**src/sv/rqss_pkg.sv**
```systemverilog
// ----------------------------------------------------------------------------
// rqss_pkg
// Shared types and constants for the record queue with sort and search.
// ----------------------------------------------------------------------------
package rqss_pkg;

  localparam int unsigned DEPTH   = 32;
  localparam int unsigned AW      = (DEPTH > 1) ? $clog2(DEPTH) : 1;
  localparam int unsigned CW      = $clog2(DEPTH + 1);
  localparam int unsigned MAX_OUT = 32;
  localparam int unsigned REC_W   = 32 + 64 + 16 + 40;

  typedef enum logic [2:0] {
    MODE_ADD    = 3'd0,
    MODE_REMOVE = 3'd1,
    MODE_SORT   = 3'd2,
    MODE_LIN    = 3'd3,
    MODE_BIN    = 3'd4,
    MODE_LIST   = 3'd5
  } mode_t;

  typedef enum logic [2:0] {
    ST_DONE     = 3'd0,
    ST_EMPTY    = 3'd1,
    ST_FOUND    = 3'd2,
    ST_NOTFOUND = 3'd3,
    ST_FULL     = 3'd4,
    ST_LISTED   = 3'd5
  } status_t;

  typedef struct packed {
    logic signed [31:0] number;
    logic [63:0]        date_high;
    logic [15:0]        date_low;
    logic [39:0]        time_chars;
  } rec_t;

  // Memory port request from the sequencer.
  typedef struct packed {
    logic          we;
    logic [AW-1:0] waddr;
    rec_t          wdata;
    logic [AW-1:0] raddr;
  } mem_req_t;

  typedef enum logic [3:0] {
    S_IDLE,
    S_SORT_RD_A,
    S_SORT_RD_B,
    S_SORT_CMP,
    S_SORT_WR,
    S_LIN_RD,
    S_LIN_CHK,
    S_BIN_RD,
    S_BIN_CHK,
    S_LIST_RD,
    S_LIST_OUT,
    S_OUT
  } state_t;

endpackage

```
**src/sv/rqss_ram.sv**
```systemverilog
// ----------------------------------------------------------------------------
// rqss_ram
// Record storage: one write port, one registered read port.
// ----------------------------------------------------------------------------
module rqss_ram
  import rqss_pkg::*;
(
  input  logic     clk,
  input  mem_req_t req,
  output rec_t     rdata
);

  rec_t mem [DEPTH];

  always_ff @(posedge clk) begin
    if (req.we) begin
      mem[req.waddr] <= req.wdata;
    end
    rdata <= mem[req.raddr];
  end

endmodule

```
**config.mk**
```make
export PLATFORM = sky130hd
export DESIGN_NAME = rqss_ram
export DESIGN_NICKNAME = d
export VERILOG_FILES = /design/src/sv/rqss_pkg.sv /design/src/sv/rqss_ram.sv
export SDC_FILE = /design/constraint.sdc
export NUM_CORES = 2
export LEC_CHECK = 0
export BUFFER_PORTS_ARGS = -buffer_cell sky130_fd_sc_hd__buf_4
export CAP_MARGIN = 15
export CORE_ASPECT_RATIO = 1.25
export CORE_MARGIN = 5
export CORE_UTILIZATION = 45
export DETAILED_ROUTE_END_ITERATION = 10
export MAX_ROUTING_LAYER = met4
export SYNTH_ARGS = -nofsm -noshare
export SYNTH_HDL_FRONTEND = slang
export SYNTH_MEMORY_MAX_BITS = 65536
export SYNTH_SLANG_ARGS = --single-unit
```
**constraint.sdc**
```tcl
create_clock -name clk -period 7.6 [get_ports clk]
set_clock_uncertainty 0.2 [all_clocks]
set_input_delay 0.38 -clock clk [delete_from_list [all_inputs] [get_ports clk]]
set_output_delay 0.38 -clock clk [all_outputs]
set_load 0.03 [all_outputs]
```
; ---- Word level (Yosys, flattened, before mapping)
; Memories as Yosys holds them, arrays and structs flattened. A register that Yosys moved wholly into a read port is not among the register bits.
; Cells that the tools add are included.
[classes]
muxes = 2
[op_table]
columns = op, count
row1 = 1-bit two-way mux, 2
[totals]
reg_bits = 0
mem_bits_rw = 4864
in_bits = 164
output_inout_bits = 152
elab_cells = 3
memories = 1
[memory_table]
columns = name, words, word_bits, rd, rd_ports_with_merged_regs, wr, line
row1 = mem, 32, 152, 1, 1, 1, rqss_ram.sv:13  ; rec_t mem [DEPTH];

; ---- Longest topological paths before layout
[logic_depth]
depth_word = 2
ltp_mapped = 9
mapped_depth_nobuf = 4

; ---- Least setup slack after synthesis
; Ideal clock, no wire load.
[synth_timing]
kind = input to register
from = input port req[158] in the netlist's numbering
to = memory mem[12][0] in the netlist's numbering, enable pin
setup_ns = 0.666
t_arrival_ns = 7.353
t_required_ns = 6.734
setup_slack_ns = -0.620
path_stages = 3
n_path_buf = 1
path_cell_list = or3b_2 clkbuf_1 nor2_1
[synth_lines]
columns = item, line
row1 = "start, declared", rqss_ram.sv:9  ; input mem_req_t req,
row2 = "end, declared", rqss_ram.sv:13
; Straight into the memory's write port.

; ---- Worst setup path in the final report
[layout_timing]
from = input port req[160] in the netlist's numbering
to = memory mem[16][21] in the netlist's numbering, enable pin
; Straight into the memory's write port.

==> flow_summary_export.csv <==
group,metric,value,unit
run_status,status,"finished clean",
pwr,power.leakage,0.0662,uW
clock_network,cts_tree,"yes",
drt,drtIter0Drc,10400,
clock_network,clock_latency,1.00,ns
yosys,dominantRegCellSynth,"edfxtp_1",
worst_setup_path,cp.arrival,4.11,ns
drt,drt_wl_total,492000,um
sta,slew_headroom,17.5,%
floorplan,io_pins,316,
flow_run,cap_violations,0,
pwr,switching_power,12100,uW
clock_network,htree_levels,5,
clock_network,root_buffer,"clkbuf_16",
layout,fin_nets,8670,
floorplan,dieWidth,583,um
pwr,clkPwrFrac,40.8,%
sta,post-route-min-period,3.72,ns
worst_setup_path,crit_cells,7,
pwr,comb_power_share,4.9,%
yosys,ys_warn_count,0,
global_routing,grt_pass1_wl,693000,um
sta,worst_pin_slew,1.24,ns
worst_setup_path,reg2reg_depth,5,
worst_setup_path,crit_path_cell_trace,"dlygate4sd3_1, buf_4, or3b_2, dlygate4sd3_1, nor2_4, buf_12, buf_4",
clock_network,clk_pin_slew,0.06,ns
pwr,ir_drop,0.000209,V
global_routing,grt_util_all_layers,23.6,%
placement,port_buffers,315,
worst_hold_path,holdCritPathClass,"primary input to flop",
yosys,synth.distinct_cells,27,
clock_network,cts_inserted_buffers,463,
floorplan,die_area,423000,um2
sta,hold_violations,0,
yosys,synth-edff-count,4864,
drt,drtPass1Iterations,5,
sta,rsz0062_at_grt,"false",
yosys,syn_area,185000,um2
placement,hpwl,237000,um
global_routing,grt_pass1_vias,89700,
layout,final_common_cell,"edfxtp_1",
sta,hold_ws,0.0870,ns
global_routing,grt_overflow,0,
layout,syn_to_final_growth,14.4,%
floorplan,floorplan.rows,263,
drt,vias,88600,
placement,pre_cts_ws,3.70,ns
drt,via_per_inst,6.16,
sta,finalCritPeriodShare,48.9,%
yosys,synthArstFlopShare,0,%
worst_setup_path,critPathTopFamily,"buffers and inverters",
worst_setup_path,critPathMaxFanout,82,
global_routing,antenna_found_initial,66,
worst_setup_path,critical-path-max-stage-delay,0.78,ns
layout,final_cell_mix,"edfxtp_1, mux4_2, clkbuf_16",
yosys,synth-seq-cells,5016,
pwr,cellInternalPower,45000,uW
global_routing,grt_start_max_net_pins,132,
drt,drc,0,
worst_setup_path,slowest_stage,"buf_4",
clock_network,clock_path_buffers,4,
sta,tns,0,ns
placement,placed_area,194000,um2
sta,setup_ws,3.88,ns
drt,wl_per_cell,34.2,um
yosys,synth_nets,7976,
pwr,netSwitchingFraction,21.2,%
yosys,postSynthAreaPerCell,23.6,um2
floorplan,core_area,410000,um2
layout,drive_gt1_share,25.9,%
sta,setup_viol,0,
floorplan,die_h,726,um
pwr,p_per_area,270,nW/um2
placement,place.gp.congestion,0.749,
floorplan,start_util,45.1,%
yosys,synthCells,7812,
worst_setup_path,end_kind,"flop",
clock_network,cts_setup_buffers,0,
pwr,p_seq_share,54.3,%
yosys,yosysSeqAreaShare,80.7,%
clock_network,clock_sinks,5016,
sta,clock.fmax,269,MHz
worst_setup_path,required,8.00,ns
worst_setup_path,start_kind,"primary input",
worst_setup_path,path_class,"primary input to flop",
layout,final_area,211000,um2
worst_setup_path,critPathBufInv,5,
layout,fin_util,51.5,%
worst_hold_path,whs_path_depth,4,
drt,ant_nets,0,
sta,finalMaxSlewViolations,0,
-- power groups by stage --
stage                     logic (uW)  clock network, uW  registers, uW
after floorplan                 1350                  0          31700
after global placement          2700                  0          31600
after detailed placement        2750                  0          31600
after CTS                       2850              23700          31000
after global routing            2990              24900          31000
final                           2810              23300          31000
-- through the flow --
step,power [uW],instances
final,57100,14400
after floorplan,33000,7812
after global placement,34300,13300
after CTS,57500,14300
after detailed placement,34300,13300
after global routing,58900,14400
-- flip-flops by register name (all words and copies together), names as in the netlist --
| signal | flops |
|---|---|
| mem | 4864 |
| rdata | 152 |
-- Yosys cell counts (40+ instances only) --
| cell type | instances | area share [%] |
|---|---|---|
| nor4_1 | 112 | 0.38 |
| nand4_1 | 40 | 0.14 |
| edfxtp_1 | 4864 | 79 |
| clkbuf_1 | 152 | 0.31 |
| nand3_1 | 83 | 0.22 |
| mux4_2 | 1056 | 13 |
| o22ai_1 | 448 | 1.5 |
| buf_2 | 159 | 0.43 |
| dfxtp_1 | 152 | 1.6 |
| mux2i_1 | 320 | 1.7 |
| a22oi_1 | 240 | 0.98 |
| buf_4 | 81 | 0.33 |
-- layer usage --
layer	vias to the layer above	global-route usage [%]	wire, um
met2	3761	37.8	243000
met4	0	4.58	10100
li1	35300	-	-
met3	649	3.35	37000
met5	-	-	0
met1	48900	32.9	202000
-- worst min-delay path, cell delays in order --
cell and delay [ns]:
buf_16 0.20, mux4_2 0.38, o22ai_1 0.17, nor4_1 0.09
-- kinds of logic (layout without fill, tap and decap cells) --
kind of cell	count (synthesis)	in the layout	share of synthesized area, %
muxes	1376	1376	14.6
AOI/OAI and AO/OA	688	688	2.49
buffers and inverters	436	1539	1.25
DFF	5016	5016	80.7
other	0	41	0
and+or+nand+nor	296	296	0.905
-- worst paths after layout --
path                                    end         start  slack (ns)
worst max-delay path            mem[16][21]      req[160]        3.88
worst min-delay path              rdata[30]        req[2]        0.09
worst max register to register   rdata[146]   mem[2][146]        5.09
worst min register to register   rdata[123]  mem[26][123]        0.49
-- layout make-up --
class                           count  area, um2
Clock buffer                      622      12900
Fill cell                       31600     199000
Timing Repair Buffer              665       6240
Sequential cell                  5016     149000
Clock inverter                    252       2470
Tap cell                         5432       6800
Multi-Input combinational cell   2360      33600
Antenna cell                       41        103
-- timing repair --
action                                  in CTS  in global routing
hold buffers                               165                  0
endpoints found under the hold margin     4906                  0
endpoints found under the setup margin       0                  0
gates resized for setup                      0                  0
Power figures use the tool's default switching activity.
